==> src/hw/rtl/slm_pkg.sv <==
package slm_pkg;

   // Fixed widths of the channel fields
   localparam int ACT_W  = 2;
   localparam int DATA_W = 32;

   // Defaults for the top-level parameters
   localparam int DEF_LIST_DEPTH  = 32;
   localparam int DEF_VALUE_WIDTH = 32;

   typedef enum logic [ACT_W-1:0] {
      ACT_LOAD_A = 2'd0,
      ACT_LOAD_B = 2'd1,
      ACT_MERGE  = 2'd2
   } action_type;

endpackage

==> src/hw/rtl/slm_ram.sv <==
module slm_ram #(
   parameter int WIDTH = 32,
   parameter int DEPTH = 32,
   parameter int AW    = (DEPTH > 1) ? $clog2(DEPTH) : 1
) (
   input  logic             clock,
   input  logic             wr_en,
   input  logic [AW-1:0]    wr_addr,
   input  logic [WIDTH-1:0] wr_data,
   input  logic [AW-1:0]    rd_addr,
   output logic [WIDTH-1:0] rd_data
);

   logic [WIDTH-1:0] mem [DEPTH];
   logic [WIDTH-1:0] rd_data_ff;

   always_ff @(posedge clock) begin
      if (wr_en) begin
         mem[wr_addr] <= wr_data;
      end
      rd_data_ff <= mem[rd_addr];
   end

   assign rd_data = rd_data_ff;

endmodule

==> src/hw/rtl/slm_cmp.sv <==
module slm_cmp #(
   parameter int WIDTH = 32
) (
   input  logic signed [WIDTH-1:0] head_a,
   input  logic signed [WIDTH-1:0] head_b,
   input  logic                    a_avail,
   input  logic                    b_avail,
   output logic                    take_b
);

   // Take B when A is used up, or when B's head is strictly smaller;
   // ties go to A.
   always_comb begin
      take_b = !a_avail || (b_avail && (head_a > head_b));
   end

endmodule

==> src/hw/rtl/sorted_list_merge.sv <==
// Two-way merge of two ascending lists of signed values.
//
// Request channel (req_valid / req_stall, req_action, req_value): an item
// with action load A or load B appends req_value to that list and gives no
// result; a load into a full list is dropped and sets a sticky drop flag.
// A merge item streams every stored value in ascending order on the
// response channel (rsp_valid / rsp_stall), ties taking list A first, with
// rsp_last on the final item and rsp_dropped carrying the drop flag. A
// merge of two empty lists gives a single item with rsp_empty_res set and
// a zero value. Action code 3 is accepted and ignored.
//
// Timing: loads are taken one per cycle while no merge is running. A merge
// holds req_stall high while in ST_MERGE, until its final item is issued.
// Its first item is issued from ST_MERGE, entered once the merge is taken,
// and registered on the output: the read ports already present both list
// heads, so the single shared comparator gives one item a cycle. While
// rsp_stall is high the pending item holds and the merge pauses. After the
// last item both lists and the drop flag are empty again.
// Reset (synchronous, active high) empties both lists and clears the flag
// and the output valid; the list RAMs themselves are not cleared.
module sorted_list_merge #(
   parameter int LIST_DEPTH  = slm_pkg::DEF_LIST_DEPTH,
   parameter int VALUE_WIDTH = slm_pkg::DEF_VALUE_WIDTH
) (
   input  logic                             clock,
   input  logic                             reset,
   input  logic                             req_valid,
   output logic                             req_stall,
   input  logic [slm_pkg::ACT_W-1:0]        req_action,
   input  logic signed [slm_pkg::DATA_W-1:0] req_value,
   output logic                             rsp_valid,
   input  logic                             rsp_stall,
   output logic signed [slm_pkg::DATA_W-1:0] rsp_merged_value,
   output logic                             rsp_last,
   output logic                             rsp_empty_res,
   output logic                             rsp_dropped
);

   import slm_pkg::*;

   localparam int IDX_W = (LIST_DEPTH > 1) ? $clog2(LIST_DEPTH) : 1;
   localparam int CNT_W = $clog2(LIST_DEPTH + 1);
   localparam int TOT_W = CNT_W + 1;

   typedef enum logic {
      ST_IDLE,
      ST_MERGE
   } state_type;

   state_type                state_ff, state_in;
   logic [CNT_W-1:0]         cnt_a_ff, cnt_a_in;
   logic [CNT_W-1:0]         cnt_b_ff, cnt_b_in;
   logic [CNT_W-1:0]         ptr_a_ff, ptr_a_in;
   logic [CNT_W-1:0]         ptr_b_ff, ptr_b_in;
   logic                     drop_ff, drop_in;
   logic                     rsp_valid_ff, rsp_valid_in;
   logic [DATA_W-1:0]        rsp_value_ff, rsp_value_in;
   logic                     rsp_last_ff, rsp_last_in;
   logic                     rsp_empty_ff, rsp_empty_in;
   logic                     rsp_drop_ff, rsp_drop_in;

   logic                     wr_a, wr_b;
   logic [VALUE_WIDTH-1:0]   wr_value;
   logic [VALUE_WIDTH-1:0]   head_a, head_b, head_sel;
   logic                     a_avail, b_avail, take_b;
   logic                     accept, out_free, is_last;
   logic [TOT_W-1:0]         total, done_next;

   // Take the low VALUE_WIDTH bits of the request, sign-extended if wider
   assign wr_value = VALUE_WIDTH'(req_value);

   assign accept    = req_valid && !req_stall;
   assign out_free  = !rsp_valid_ff || !rsp_stall;
   assign total     = TOT_W'(cnt_a_ff) + TOT_W'(cnt_b_ff);
   assign done_next = TOT_W'(ptr_a_ff) + TOT_W'(ptr_b_ff) + TOT_W'(1);
   assign is_last   = (done_next == total);
   assign a_avail   = (ptr_a_ff < cnt_a_ff);
   assign b_avail   = (ptr_b_ff < cnt_b_ff);
   assign head_sel  = take_b ? head_b : head_a;

   // Read ports follow the next pointer, so the RAM output is always the
   // current head of each list.
   slm_ram #(.WIDTH(VALUE_WIDTH), .DEPTH(LIST_DEPTH)) u_ram_a (
      .clock   (clock),
      .wr_en   (wr_a),
      .wr_addr (cnt_a_ff[IDX_W-1:0]),
      .wr_data (wr_value),
      .rd_addr (ptr_a_in[IDX_W-1:0]),
      .rd_data (head_a)
   );

   slm_ram #(.WIDTH(VALUE_WIDTH), .DEPTH(LIST_DEPTH)) u_ram_b (
      .clock   (clock),
      .wr_en   (wr_b),
      .wr_addr (cnt_b_ff[IDX_W-1:0]),
      .wr_data (wr_value),
      .rd_addr (ptr_b_in[IDX_W-1:0]),
      .rd_data (head_b)
   );

   slm_cmp #(.WIDTH(VALUE_WIDTH)) u_cmp (
      .head_a  (head_a),
      .head_b  (head_b),
      .a_avail (a_avail),
      .b_avail (b_avail),
      .take_b  (take_b)
   );

   always_comb begin
      state_in     = state_ff;
      cnt_a_in     = cnt_a_ff;
      cnt_b_in     = cnt_b_ff;
      ptr_a_in     = ptr_a_ff;
      ptr_b_in     = ptr_b_ff;
      drop_in      = drop_ff;
      rsp_valid_in = rsp_valid_ff;
      rsp_value_in = rsp_value_ff;
      rsp_last_in  = rsp_last_ff;
      rsp_empty_in = rsp_empty_ff;
      rsp_drop_in  = rsp_drop_ff;
      wr_a         = 1'b0;
      wr_b         = 1'b0;

      // Drop the output item once the receiver takes it
      if (rsp_valid_ff && !rsp_stall) begin
         rsp_valid_in = 1'b0;
      end

      unique case (state_ff)
         ST_IDLE: begin
            if (accept) begin
               unique case (action_type'(req_action))
                  ACT_LOAD_A: begin
                     if (cnt_a_ff < CNT_W'(LIST_DEPTH)) begin
                        wr_a     = 1'b1;
                        cnt_a_in = cnt_a_ff + CNT_W'(1);
                     end else begin
                        drop_in = 1'b1;
                     end
                  end
                  ACT_LOAD_B: begin
                     if (cnt_b_ff < CNT_W'(LIST_DEPTH)) begin
                        wr_b     = 1'b1;
                        cnt_b_in = cnt_b_ff + CNT_W'(1);
                     end else begin
                        drop_in = 1'b1;
                     end
                  end
                  ACT_MERGE: begin
                     state_in = ST_MERGE;
                  end
                  default: begin
                  end
               endcase
            end
         end
         ST_MERGE: begin
            if (out_free) begin
               rsp_valid_in = 1'b1;
               rsp_drop_in  = drop_ff;
               if (total == '0) begin
                  rsp_value_in = '0;
                  rsp_last_in  = 1'b1;
                  rsp_empty_in = 1'b1;
               end else begin
                  rsp_value_in = DATA_W'(head_sel);
                  rsp_last_in  = is_last;
                  rsp_empty_in = 1'b0;
                  if (take_b) begin
                     ptr_b_in = ptr_b_ff + CNT_W'(1);
                  end else begin
                     ptr_a_in = ptr_a_ff + CNT_W'(1);
                  end
               end
               // Final item issued: empty both lists and return to idle
               if (total == '0 || is_last) begin
                  cnt_a_in = '0;
                  cnt_b_in = '0;
                  ptr_a_in = '0;
                  ptr_b_in = '0;
                  drop_in  = 1'b0;
                  state_in = ST_IDLE;
               end
            end
         end
         default: begin
            state_in = ST_IDLE;
         end
      endcase
   end

   always_ff @(posedge clock) begin
      if (reset) begin
         state_ff     <= ST_IDLE;
         cnt_a_ff     <= '0;
         cnt_b_ff     <= '0;
         ptr_a_ff     <= '0;
         ptr_b_ff     <= '0;
         drop_ff      <= 1'b0;
         rsp_valid_ff <= 1'b0;
      end else begin
         state_ff     <= state_in;
         cnt_a_ff     <= cnt_a_in;
         cnt_b_ff     <= cnt_b_in;
         ptr_a_ff     <= ptr_a_in;
         ptr_b_ff     <= ptr_b_in;
         drop_ff      <= drop_in;
         rsp_valid_ff <= rsp_valid_in;
      end
      rsp_value_ff <= rsp_value_in;
      rsp_last_ff  <= rsp_last_in;
      rsp_empty_ff <= rsp_empty_in;
      rsp_drop_ff  <= rsp_drop_in;
   end

   assign req_stall        = (state_ff != ST_IDLE);
   assign rsp_valid        = rsp_valid_ff;
   assign rsp_merged_value = rsp_value_ff;
   assign rsp_last         = rsp_last_ff;
   assign rsp_empty_res    = rsp_empty_ff;
   assign rsp_dropped      = rsp_drop_ff;

`ifndef SYNTHESIS
   a_cnt_bound: assert property (@(posedge clock) disable iff (reset)
      (cnt_a_ff <= CNT_W'(LIST_DEPTH)) && (cnt_b_ff <= CNT_W'(LIST_DEPTH)))
      else $error("list count beyond depth");

   a_ptr_bound: assert property (@(posedge clock) disable iff (reset)
      (ptr_a_ff <= cnt_a_ff) && (ptr_b_ff <= cnt_b_ff))
      else $error("merge pointer past list end");

   a_empty_last: assert property (@(posedge clock) disable iff (reset)
      rsp_valid && rsp_empty_res |-> rsp_last)
      else $error("empty result not marked last");

   a_clear_after_last: assert property (@(posedge clock) disable iff (reset)
      (state_ff == ST_MERGE) && out_free && (total == '0 || is_last) |=>
      (cnt_a_ff == '0) && (cnt_b_ff == '0) && !drop_ff && (state_ff == ST_IDLE))
      else $error("lists not cleared after final item");
`endif

endmodule

==> config.mk <==
export PLATFORM = sky130hd
export DESIGN_NAME = sorted_list_merge
export DESIGN_NICKNAME = d
export VERILOG_FILES = /design/src/hw/rtl/slm_pkg.sv /design/src/hw/rtl/slm_ram.sv /design/src/hw/rtl/slm_cmp.sv /design/src/hw/rtl/sorted_list_merge.sv
export SDC_FILE = /design/constraint.sdc
export NUM_CORES = 2
export LEC_CHECK = 0
export BUFFER_PORTS_ARGS = -buffer_cell sky130_fd_sc_hd__buf_2
export CAP_MARGIN = 0
export CORE_UTILIZATION = 45
export DETAILED_ROUTE_END_ITERATION = 12
export GPL_TIMING_DRIVEN = 1
export PLACE_DENSITY_LB_ADDON = 0.2
export REMOVE_ABC_BUFFERS = 1
export SLEW_MARGIN = 20
export SYNTH_ARGS = -nofsm -noshare
export SYNTH_HDL_FRONTEND = slang
export SYNTH_SLANG_ARGS = --single-unit
==> constraint.sdc <==
create_clock -name clock -period 8.6 [get_ports clock]
set_input_delay 0.86 -clock clock [delete_from_list [all_inputs] [get_ports clock]]
set_output_delay 0.86 -clock clock [all_outputs]
set_load 0.01 [all_outputs]
==> summary.md <==
| Metric | Value |
|---|---|
| Final slew viol count | `0` |
| GR Util met2 | `about 40%` |
| Hold WS | `0.245 ns` |
| Critical path type | `flop to flop` |
| Cell Pwr Density | `between 200 and 250 nW/µm²` |
| Layout cell share with drive strength beyond 1 | `about an eighth` |
| RSZ-0062 raised after global routing | `no` |
| GRT Total Usage | `27.2%` |
| Relative slew slack | `22.6%` |
| Total clock sinks | `approximately 2200` |
| Critical path fanouts, max | `between 40 and 50` |
| Synth cell count leaders | `edfxtp_1 (2083), nand2_1 (1003), clkbuf_1 (281)` |
| Number of hold buffers added after CTS | `0` |
| WP data required | `between 9 and 10 ns` |
| Placed Instances | `a little over 8000` |
| Mean area per synthesized cell | `about 15 µm²` |
| Setup Skew | `0.0346 ns` |
| Worst VDD drop | `approximately 180 µV` |
| Lkg Pwr | `between 30 and 40 nW` |
| Routed vias | `about 53000` |
| Vias/cell | `between 6 and 7` |
| Drt total wl | `between 200 and 300 mm` |
| Initial antenna violation count | `23` |
| Non-filler instance count after layout | `8635` |
| GRT overflow | `0` |
| Initial core utilization | `between 40 and 50%` |
| Synth Instances | `approximately 5800` |
| Most area-hungry cell type in the Yosys netlist | `edfxtp_1` |
| Die ar. | `between 150000 and 200000 µm²` |
| Clk_lat worst skew | `between 0.8 and 0.9 ns` |
| First-pass GRT wire length | `373 mm` |
| Post-layout util | `51.7%` |
| Final Setup Violations | `0` |
| # resized after CTS | `0` |
| Flop2flop setup slack | `1.84 ns` |
| Fmax | `between 0.1 and 0.15 GHz` |
| Area Overhead vs Synth | `13.7%` |
| Post-DP Area | `about 90000 µm²` |
| Initial DRC Count | `around 7800` |
| Type of the worst min-delay path | `input pin to flop` |
| Failing checks | `design-rule violations` |
| Num CTS Buffers | `roughly 220` |
| Post-Route Setup TNS | `0 ns` |
| Yosys cell types | `just over 70` |
| Final worst-path cycle share | `slightly below 80%` |
| Worst Slack Setup Final | `1.84 ns` |
| Mapped cell area | `approximately 85000 µm²` |
| Total power | `~22 mW` |
| Core Rows | `between 150 and 200` |
| Antenna Nets Post-Route | `0` |
| Synth warn | `0` |
| GR peak layer | `met1` |
| Most common cell in the netlist | `edfxtp_1` |
| Pre-Repair DR Iteration Count | `10` |
| Top post-synthesis cells by area | `edfxtp_1 (73%), nand2_1 (4.4%), mux2i_1 (2.3%)` |
| GP Congestion | `0.929` |
| DRC viols | `4` |
| Final nets | `6046` |
| Number of H-tree levels | `4` |
| HPWL after DPL | `154 mm` |
| Critical path launch point type | `flop` |
| Pre-CTS WS | `approximately 2.0 ns` |
| Routed wire per std cell | `between 30 and 40 µm` |
| Max-cap violations | `0` |
| Setup bufs post-CTS | `0` |
| Root cell of the clock tree | `clkbuf_16` |
| IO buf count | `74` |
| CTS tree | `built` |
| Fin crit period | `about 6.8 ns` |
| Core area | `around 190000 µm²` |
| Vias in the first global route | `between 40000 and 50000` |
| Setup crit end kind | `flop` |
| Synth top area share | `73.2%` |
| Post-synthesis async set-or-reset flop share | `0%` |
| Yosys reg bits | `2174` |
| Post-synthesis sequential area ratio | `75.3%` |
| Clock buffer depth | `3` |
| Worst slew pin tran | `1.16 ns` |
| Die width | `438 µm` |
| Worst path arrival time | `~7.5 ns` |
| Run status | `finished, violations left` |
| Final-report hold violation count | `0` |
| Design area | `97200 µm²` |
| Prevailing post-synth register cell | `edfxtp_1` |
| M1 GR Usage | `41.3%` |
| Global routing met3 resource utilization | `between 5 and 6%` |
| # IOs | `75` |
| Die height | `approximately 440 µm` |
| Clk pin slew, worst setup/hold paths | `0.06 ns` |
| Largest net degree at the start of global routing | `156` |
| EDFF count, synth | `around 2100` |
==> worst max-delay path, cell delays in order (launching register included) <==
cell and delay (ns):
dfxtp_1 0.52, inv_1 0.09, ha_1 0.23, fa_1 0.40, nor2b_1 0.20, o22ai_1 0.14, xnor2_1 0.18, xnor2_1 0.14
nand4_1 0.14, o21ai_1 0.54, nand2_1 0.45, inv_1 0.35, nor4_1 0.13, a21oi_4 0.72, buf_4 0.70, a21oi_1 0.25
nor3_1 0.75, buf_4 0.22, o311a_1 0.34
==> cell usage in the layout (no fill, tap or decap), drive strengths merged, types with 36 or more instances in the layout <==
master,instances
clkinv,101
o22ai,63
o21ai,139
nor3,282
dfxtp,91
nor4,37
ha,64
nand2,1003
nand3,223
a21oi,202
buf,270
a221oi,66
mux2i,193
o32a,60
edfxtp,2083
inv,59
clkbuf,278
nor2,265
a31oi,98
mux2,36
nand4,77
==> per-layer routing <==
| layer | wire, µm | part of all wire [%] |
|---|---|---|
| met1 | 112000 | 42 |
| met2 | 115000 | 43 |
| met3 | 28700 | 11 |
| met4 | 8790 | 3.3 |
| met5 | 68 | 0.026 |
==> report_power, final <==
part | internal (mW) | switching (mW) | total, mW | leakage (nW)
Clock | 5.32 | 4.03 | 9.35 | 3.41
Combinational | 0.316 | 0.966 | 1.28 | 9.13
Sequential | 11.7 | 0.0762 | 11.8 | 19.5
==> state kept, by name (all words and copies together) (netlist names) <==
signal,cells
u_ram_b.rd_data,32
req_stall,1
cnt_b_ff,6
rsp_empty_res,1
rsp_dropped,1
u_ram_b.mem,1024
u_ram_a.rd_data,32
drop_ff,1
ptr_a_ff,6
cnt_a_ff,6
ptr_b_ff,6
rsp_last,1
rsp_merged_value,32
rsp_valid,1
u_ram_a.mem,1024
==> layout make-up <==
cell class | instances | area (µm²)
fillers | 15577 | 91000
flip-flops and latches | 2174 | 64400
multi-input cells | 3222 | 20100
clock buffers | 278 | 5850
well taps | 2495 | 3120
repair buffers | 270 | 2450
clock inverters | 131 | 1130
inverters | 56 | 210
diodes | 9 | 22.5
==> cell families after synthesis <==
group                    share of synthesized area, %
XOR/XNOR                                        0.266
AND/OR/NAND/NOR                                  9.88
AO/OA/AOI/OAI                                    7.84
flip-flops                                       75.3
multiplexers                                     3.66
adder cells (fa/ha/maj)                         0.984
buffers and inverters                            2.07
==> final timing paths <==
kind	from	endpoint	depth (start not counted)
worst max-delay path	ptr_a_ff[0]	u_ram_a.rd_data[14]	18
worst min register to register	ptr_b_ff[5]	ptr_b_ff[5]	2
worst min-delay path	req_value[28]	u_ram_b.mem[7][28]	1
worst max register to register	ptr_a_ff[0]	u_ram_a.rd_data[14]	18
(Power assumes the default switching activity.)
